`src/matrix_multiply_4x4_unit_assert.svh`:
```
// assertion macros for the matrix multiply unit
`ifndef MATRIX_MULTIPLY_4X4_UNIT_ASSERT_SVH
`define MATRIX_MULTIPLY_4X4_UNIT_ASSERT_SVH
`ifndef SYNTHESIS
// condition must never hold outside reset
`define MM4_ASSERT_NEVER(lbl, clk, rst_n, cond) \
  lbl: assert property (@(posedge clk) disable iff (!rst_n) !(cond)) \
    else $error("mm4 assertion failed");
// antecedent implies consequent on the following cycle
`define MM4_ASSERT_NEXT(lbl, clk, rst_n, ante, cons) \
  lbl: assert property (@(posedge clk) disable iff (!rst_n) (ante) |=> (cons)) \
    else $error("mm4 assertion failed");
`else
`define MM4_ASSERT_NEVER(lbl, clk, rst_n, cond)
`define MM4_ASSERT_NEXT(lbl, clk, rst_n, ante, cons)
`endif
`endif

```
`src/mm4_pkg.sv`:
```
`default_nettype none

package mm4_pkg;

  // operation codes of an input beat
  localparam logic [1:0] OP_LOAD_FIRST  = 2'd0;
  localparam logic [1:0] OP_LOAD_SECOND = 2'd1;
  localparam logic [1:0] OP_COMPUTE     = 2'd2;

  // input beat
  typedef struct packed {
    logic [1:0]         op;
    logic [1:0]         row;
    logic [1:0]         col;
    logic signed [31:0] value;
  } in_item_t;

  // result beat
  typedef struct packed {
    logic [1:0]         out_row;
    logic [1:0]         out_col;
    logic signed [31:0] product;
    logic               overflow;
    logic               last;
  } out_item_t;

  // controller states
  typedef enum logic [1:0] {
    ST_IDLE,
    ST_ISSUE,
    ST_DRAIN,
    ST_OUTPUT
  } state_t;

  // controller to datapath
  typedef struct packed {
    logic accept;
    logic start;
    logic rd_en;
    logic out_load;
    logic next_elem;
  } cmd_t;

  // datapath to controller
  typedef struct packed {
    logic k_last;
    logic elem_last;
    logic pipe_empty;
  } sts_t;

endpackage

`default_nettype wire

```
`src/mm4_datapath.sv`:
```
`default_nettype none

module mm4_datapath #(
  parameter int DIM       = 4,
  parameter int FRAC_BITS = 16
) (
  input  logic               clk,
  input  logic               rst_n,
  input  mm4_pkg::in_item_t  in_data,
  input  mm4_pkg::cmd_t      cmd,
  output mm4_pkg::sts_t      sts,
  output mm4_pkg::out_item_t out_data
);
  import mm4_pkg::*;

  localparam int CELLS = DIM * DIM;
  localparam int IW    = $clog2(DIM);
  localparam int AW    = $clog2(CELLS);
  localparam int ACC_W = 64 + IW;

  logic [31:0]              first_mem  [CELLS];
  logic [31:0]              second_mem [CELLS];
  logic [CELLS-1:0]         first_vld_r;
  logic [CELLS-1:0]         second_vld_r;
  logic                     wr_ok;
  logic [AW-1:0]            wr_addr;
  logic                     wr_first;
  logic                     wr_second;
  logic [IW-1:0]            k_r;
  logic [IW-1:0]            r_r;
  logic [IW-1:0]            c_r;
  logic                     k_last;
  logic                     r_last;
  logic                     c_last;
  logic [AW-1:0]            rd_a_addr;
  logic [AW-1:0]            rd_b_addr;
  logic [31:0]              rd_first_r;
  logic [31:0]              rd_second_r;
  logic                     rd_first_ok_r;
  logic                     rd_second_ok_r;
  logic                     rd_vld_r;
  logic signed [31:0]       a_op;
  logic signed [31:0]       b_op;
  logic signed [63:0]       mul_r;
  logic                     mul_vld_r;
  logic signed [ACC_W-1:0]  acc_r;
  logic signed [ACC_W-1:0]  shifted;
  logic [ACC_W-32:0]        hi_bits;
  logic                     fits;
  logic [IW+1:0]            r_wide;
  logic [IW+1:0]            c_wide;
  out_item_t                out_r;

  // load decode
  assign wr_ok     = (int'(in_data.row) < DIM) && (int'(in_data.col) < DIM);
  assign wr_addr   = AW'(int'(in_data.row) * DIM + int'(in_data.col));
  assign wr_first  = cmd.accept && (in_data.op == OP_LOAD_FIRST) && wr_ok;
  assign wr_second = cmd.accept && (in_data.op == OP_LOAD_SECOND) && wr_ok;

  // element storage, written by loads
  always_ff @(posedge clk) begin
    if (wr_first) begin
      first_mem[wr_addr] <= in_data.value;
    end
    if (wr_second) begin
      second_mem[wr_addr] <= in_data.value;
    end
  end

  // written flags, an unwritten element reads as zero
  always_ff @(posedge clk) begin
    if (!rst_n) begin
      first_vld_r  <= '0;
      second_vld_r <= '0;
    end else begin
      if (wr_first) begin
        first_vld_r[wr_addr] <= 1'b1;
      end
      if (wr_second) begin
        second_vld_r[wr_addr] <= 1'b1;
      end
    end
  end

  // row, column and inner index counters
  assign k_last = (k_r == IW'(DIM - 1));
  assign r_last = (r_r == IW'(DIM - 1));
  assign c_last = (c_r == IW'(DIM - 1));

  always_ff @(posedge clk) begin
    if (cmd.start) begin
      k_r <= '0;
      r_r <= '0;
      c_r <= '0;
    end else begin
      if (cmd.rd_en) begin
        k_r <= k_last ? '0 : k_r + 1'b1;
      end
      if (cmd.next_elem) begin
        if (c_last) begin
          c_r <= '0;
          r_r <= r_r + 1'b1;
        end else begin
          c_r <= c_r + 1'b1;
        end
      end
    end
  end

  // operand reads
  assign rd_a_addr = AW'(int'(r_r) * DIM + int'(k_r));
  assign rd_b_addr = AW'(int'(k_r) * DIM + int'(c_r));

  always_ff @(posedge clk) begin
    if (cmd.rd_en) begin
      rd_first_r     <= first_mem[rd_a_addr];
      rd_second_r    <= second_mem[rd_b_addr];
      rd_first_ok_r  <= first_vld_r[rd_a_addr];
      rd_second_ok_r <= second_vld_r[rd_b_addr];
    end
  end

  // multiply stage
  assign a_op = rd_first_ok_r ? signed'(rd_first_r) : '0;
  assign b_op = rd_second_ok_r ? signed'(rd_second_r) : '0;

  always_ff @(posedge clk) begin
    if (rd_vld_r) begin
      mul_r <= a_op * b_op;
    end
  end

  // pipeline valid flags
  always_ff @(posedge clk) begin
    if (!rst_n) begin
      rd_vld_r  <= 1'b0;
      mul_vld_r <= 1'b0;
    end else begin
      rd_vld_r  <= cmd.rd_en;
      mul_vld_r <= rd_vld_r;
    end
  end

  // accumulate, cleared as each element starts
  always_ff @(posedge clk) begin
    if (cmd.rd_en && (k_r == '0)) begin
      acc_r <= '0;
    end else if (mul_vld_r) begin
      acc_r <= acc_r + ACC_W'(mul_r);
    end
  end

  // scale down and saturate
  assign shifted = acc_r >>> FRAC_BITS;
  assign hi_bits = shifted[ACC_W-1:31];
  assign fits    = (&hi_bits) || !(|hi_bits);
  assign r_wide  = {2'b00, r_r};
  assign c_wide  = {2'b00, c_r};

  // result register
  always_ff @(posedge clk) begin
    if (cmd.out_load) begin
      out_r.out_row  <= r_wide[1:0];
      out_r.out_col  <= c_wide[1:0];
      out_r.overflow <= !fits;
      out_r.last     <= r_last && c_last;
      if (fits) begin
        out_r.product <= shifted[31:0];
      end else if (acc_r[ACC_W-1]) begin
        out_r.product <= 32'sh8000_0000;
      end else begin
        out_r.product <= 32'sh7fff_ffff;
      end
    end
  end

  assign out_data       = out_r;
  assign sts.k_last     = k_last;
  assign sts.elem_last  = r_last && c_last;
  assign sts.pipe_empty = !rd_vld_r && !mul_vld_r;

endmodule

`default_nettype wire

```
`src/mm4_ctrl.sv`:
```
`default_nettype none

module mm4_ctrl (
  input  logic          clk,
  input  logic          rst_n,
  input  logic          in_valid,
  input  logic [1:0]    in_op,
  output logic          in_ready,
  output logic          out_valid,
  input  logic          out_ready,
  input  mm4_pkg::sts_t sts,
  output mm4_pkg::cmd_t cmd
);
  import mm4_pkg::*;

  state_t state_r;
  state_t state_nxt;

  // state register
  always_ff @(posedge clk) begin
    if (!rst_n) begin
      state_r <= ST_IDLE;
    end else begin
      state_r <= state_nxt;
    end
  end

  // next state and commands
  always_comb begin
    state_nxt = state_r;
    in_ready  = 1'b0;
    out_valid = 1'b0;
    cmd       = '0;
    unique case (state_r)
      ST_IDLE: begin
        in_ready = 1'b1;
        if (in_valid) begin
          cmd.accept = 1'b1;
          if (in_op == OP_COMPUTE) begin
            cmd.start = 1'b1;
            state_nxt = ST_ISSUE;
          end
        end
      end
      ST_ISSUE: begin
        cmd.rd_en = 1'b1;
        if (sts.k_last) begin
          state_nxt = ST_DRAIN;
        end
      end
      ST_DRAIN: begin
        if (sts.pipe_empty) begin
          cmd.out_load = 1'b1;
          state_nxt    = ST_OUTPUT;
        end
      end
      ST_OUTPUT: begin
        out_valid = 1'b1;
        if (out_ready) begin
          if (sts.elem_last) begin
            state_nxt = ST_IDLE;
          end else begin
            cmd.next_elem = 1'b1;
            state_nxt     = ST_ISSUE;
          end
        end
      end
      default: begin
        state_nxt = ST_IDLE;
      end
    endcase
  end

endmodule

`default_nettype wire

```
`src/matrix_multiply_4x4_unit.sv`:
```
// Square matrix multiplier for signed fixed-point elements (FRAC_BITS fraction bits).
// Op 0 and op 1 beats write one element of the first or second matrix; op 3 beats
// and out-of-range indexes are dropped. An op 2 beat emits all DIM*DIM product
// elements in row-major order, each the exact sum of DIM products shifted right
// with floor rounding and saturated to 32 bits, with overflow marking saturation
// and last marking the final element. One shared 32x32 multiplier and accumulator
// serve every element: each one takes DIM operand reads through the read, multiply
// and accumulate registers, is then scaled and saturated into the result register,
// and is offered on the output before the next element starts.
// No new input beat is taken until the last result of a compute has been delivered.
// Both matrices read as zero after reset until written.
`default_nettype none
`include "matrix_multiply_4x4_unit_assert.svh"

module matrix_multiply_4x4_unit #(
  parameter int DIM       = 4,
  parameter int FRAC_BITS = 16
) (
  input  logic               clk,
  input  logic               rst_n,
  input  logic               in_valid,
  output logic               in_ready,
  input  mm4_pkg::in_item_t  in_data,
  output logic               out_valid,
  input  logic               out_ready,
  output mm4_pkg::out_item_t out_data
);
  import mm4_pkg::*;

  cmd_t cmd;
  sts_t sts;

  // sequencer
  mm4_ctrl u_ctrl (
    .clk       (clk),
    .rst_n     (rst_n),
    .in_valid  (in_valid),
    .in_op     (in_data.op),
    .in_ready  (in_ready),
    .out_valid (out_valid),
    .out_ready (out_ready),
    .sts       (sts),
    .cmd       (cmd)
  );

  // storage, multiply-accumulate and result register
  mm4_datapath #(
    .DIM       (DIM),
    .FRAC_BITS (FRAC_BITS)
  ) u_datapath (
    .clk      (clk),
    .rst_n    (rst_n),
    .in_data  (in_data),
    .cmd      (cmd),
    .sts      (sts),
    .out_data (out_data)
  );

  // checks
  `MM4_ASSERT_NEVER(a_in_out_exclusive, clk, rst_n, in_ready && out_valid)
  `MM4_ASSERT_NEXT(a_idle_after_last, clk, rst_n, out_valid && out_ready && out_data.last, in_ready)
  `MM4_ASSERT_NEXT(a_busy_after_compute, clk, rst_n, in_valid && in_ready && (in_data.op == OP_COMPUTE), !in_ready)
  `MM4_ASSERT_NEXT(a_gap_between_results, clk, rst_n, out_valid && out_ready && !out_data.last, !out_valid && !in_ready)

endmodule

`default_nettype wire

```
`config.mk`:
```
export PLATFORM = sky130hd
export DESIGN_NAME = matrix_multiply_4x4_unit
export DESIGN_NICKNAME = d
export VERILOG_FILES = /design/src/mm4_pkg.sv /design/src/mm4_datapath.sv /design/src/mm4_ctrl.sv /design/src/matrix_multiply_4x4_unit.sv
export VERILOG_INCLUDE_DIRS = /design/src /design/src/src
export SDC_FILE = /design/constraint.sdc
export NUM_CORES = 2
export LEC_CHECK = 0
export BUFFER_PORTS_ARGS = -buffer_cell sky130_fd_sc_hd__buf_2
export CORE_MARGIN = 1
export CORE_UTILIZATION = 45
export CTS_CLUSTER_SIZE = 30
export DETAILED_ROUTE_END_ITERATION = 10
export SLEW_MARGIN = 30
export SYNTH_ARGS = -nofsm -noshare
export SYNTH_HDL_FRONTEND = slang
export SYNTH_SLANG_ARGS = --single-unit
```
`constraint.sdc`:
```
create_clock -name clk -period 10.2 [get_ports clk]
set_clock_uncertainty 0.05 [all_clocks]
set_input_delay 0.51 -clock clk [delete_from_list [all_inputs] [get_ports clk]]
set_output_delay 0.51 -clock clk [all_outputs]
set_load 0.01 [all_outputs]
```
==> results by group <==
Setup path
  – Critical Path AT: slightly above 10 ns
  – Largest delay share family, worst path: adder cells
  – CP required: 10.67 ns
  – Crit path launch type: register
  – Crit-path max FO: 37
  – Crit-path most repeated cell: fa_1
  – CP bufs+invs: 4
  – Crit-path slowest cell: edfxtp_1
  – Critical Path Sink Type: register
  – WS Path Type: register to register
  – Reg2reg setup slack: 0.58 ns
  – CP peak stage delay: 1.01 ns

Timing
  – RSZ-0062 raised after global routing: false
  – Hold Fails Final Rpt: 0
  – Final slew viol count: 0
  – Worst-Margin Slew: approximately 1.1 ns
  – Max frequency: 104.0 MHz
  – Final period utilization: 0.9429
  – Crit path time final: 9.618 ns
  – Final setup fails: 0
  – Worst slew margin: 0.2683
  – Setup tns final: 0 ns
  – Fin worst setup slack: 0.5823 ns

Drt
  – ANT nets after route: 0
  – Routed wire length: ~230 mm
  – Drt wl/cell: 25.16 µm
  – DR iter-0 viols: approximately 4,500
  – Vias per cell: ~5.5
  – TritonRoute pass-1 iters: 6
  – DRC Markers: 0
  – DR vias: 51,400

Logic synthesis
  – Distinct cells, synth: 85
  – Post-synth top area share: 0.4115
  – Number of synthesized register bits: around 1,300
  – FFs w/ async S/R, synth: 0
  – Sequential-to-total area share from yosys stat: 0.4363
  – Mean Syn Cell Area: 13.25 µm²
  – Ys Warns: 0
  – EDFF count, synth: 1,192
  – Cells after Synth: 6,568
  – Synth Flop Type: edfxtp_1
  – Post-Syn Nets: approximately 8,000
  – Synth area leader: edfxtp_1
  – Synth area leaders: edfxtp_1 (41%), fa_1 (25%), mux4_2 (8.5%)
  – Post-Synthesis Cell Area: 86,990 µm²

Placed design
  – Port Buffers: 81
  – RePlAce Congestion: 0.9850
  – HPWL Detailed: 170.8 mm
  – Worst slack, placed: a little under 0.6 ns

Global route
  – Largest net degree at the start of global routing: slightly below 100
  – Initial antenna violation count: 13
  – Vias in the first global route: 54,690
  – Gr ovfl total: 0
  – GRT Total Usage: 0.2430
  – First-pass GRT wire length: 351.4 mm

Clock tree
  – Clock transition at path regs: roughly 0.06 ns
  – Num CTS Buffers: around 140
  – Latest clock arrival within the worst-skew pair: roughly 0.81 ns
  – Max clock buf depth: 3
  – CTS tree: yes
  – Post_cts resized: 0
  – Root Buffer: clkbuf_16
  – H-tree levels: 4
  – Setup bufs post-CTS: 0
  – Hold Buf Count CTS: 0
  – CTS sink cnt: 1,300

Floorplanning
  – IO Pins: approximately 80
  – Core area: between 150,000 and 200,000 µm²
  – Die W: 441.7 µm
  – Die Y: ~440 µm
  – Starting Density: 0.4522
  – DIE AREA: 195,100 µm²
  – Row cnt: 161

Final layout
  – Most frequent cells in the layout: edfxtp_1 (1,192), fa_1 (1,083), inv_1 (992), nor2_1 (655), nand2_1 (616)
  – Fillers: between 15,000 and 20,000
  – Commonest non-fill, non-tap cell in the layout: edfxtp_1
  – Layout cells sized above 1: 0.1294
  – Reg area: 37,980 µm²
  – Layout area overhead: 9.689%
  – Util after Layout: 0.4960
  – Final nets: 8,028
  – Area occupied by multi-input gates: between 40,000 and 50,000 µm²

Status
  – Status: completed

Worst hold path
  – Worst Hold Class: input port to register

Flow run
  – Maxcap violations: 0
==> worst reg2reg max path, delay by kind of cell, from the launching register on <==
kind	cells	cell delay [ns]
buffers and inverters	4	0.46
AO/OA/AOI/OAI	8	2.09
flip-flops	1	1.01
adder cells (fa/ha/maj)	9	4.43
AND/OR/NAND/NOR	3	1.21
XOR/XNOR	1	0.11
==> flip-flops by register name, indices dropped and copies added (netlist names), 2 cells and up <==
signal / flops
u_datapath.first_mem: 512
u_datapath.second_mem: 512
u_datapath.acc_r: 66
u_datapath.mul_r: 64
u_datapath.out_data: 38
u_datapath.rd_first_r: 32
u_datapath.rd_second_r: 32
u_datapath.first_vld_r: 16
u_datapath.second_vld_r: 16
u_ctrl.state_r: 2
u_datapath.c_r: 2
u_datapath.k_r: 2
u_datapath.r_r: 2
==> path summary, 6_finish.rpt <==
kind	endpoint	from	cells after the start
hold reg to reg	u_datapath.out_data[36]	u_datapath.r_r[0]	0
setup reg to reg	u_datapath.mul_r[63]	u_datapath.rd_second_ok_r	25
setup / recovery	u_datapath.mul_r[63]	u_datapath.rd_second_ok_r	25
hold / removal	u_datapath.c_r[0]	out_ready	4
==> stage by stage <==
stage,hold WS [ns],cell area [µm²],instances
final,0.08751,95420,9293
after CTS,0.02785,95410,9289
after floorplan,0.3823,86990,6568
after global routing,0.09291,95420,9291
after detailed placement,0.3878,90950,9031
after global placement,0.3831,90950,9031
==> synthesized netlist by cell type, drive strengths merged, types with 13 or more instances <==
library cell	number
dfxtp	108
nand2	616
edfxtp	1192
xor2	43
mux4	330
and3	17
ha	257
a21o	123
mux2i	45
nor2	681
inv	993
and2	72
o21bai	16
nor3	28
nor4	13
fa	1083
o21ai	89
nand4	40
o21a	46
a31oi	17
nand3	46
nand2b	19
clkbuf	293
xnor2	81
buf	53
a211oi	18
a21oi	134
==> routing by layer <==
metal / vias up / track usage / share of wire
li1: 22140 / - / -
met1: 26760 / 0.3331 / 0.41
met2: 2116 / 0.3936 / 0.47
met3: 374 / 0.04723 / 0.084
met4: 10 / 0.07273 / 0.030
met5: - / 0 / 0.00027
==> final cells by class <==
class | count | area share
Multi-Input combinational cell | 3926 | 0.4619
Sequential cell | 1300 | 0.3981
Inverter | 994 | 0.03910
Clock buffer | 184 | 0.03844
Tap cell | 2526 | 0.03312
Timing Repair Buffer | 285 | 0.02095
Clock inverter | 74 | 0.008287
Antenna cell | 4 | 0.0001049
==> logic make-up (layout without fill, tap and decap cells) <==
logic type      count (synthesis)  in the layout  synth area share
flops                        1300           1300            0.4363
fa+ha+maj                    1340           1340            0.2862
mux                           377            377           0.09087
xor+xnor                      124            124           0.01248
compound gates                508            508           0.03847
buf+inv                      1342           1537           0.05992
other cells                     0              4                 0
simple gates                 1577           1577           0.07577
Power is not shown: default switching activity piles up to over one toggle a cycle in this logic, so the estimate is an artifact.
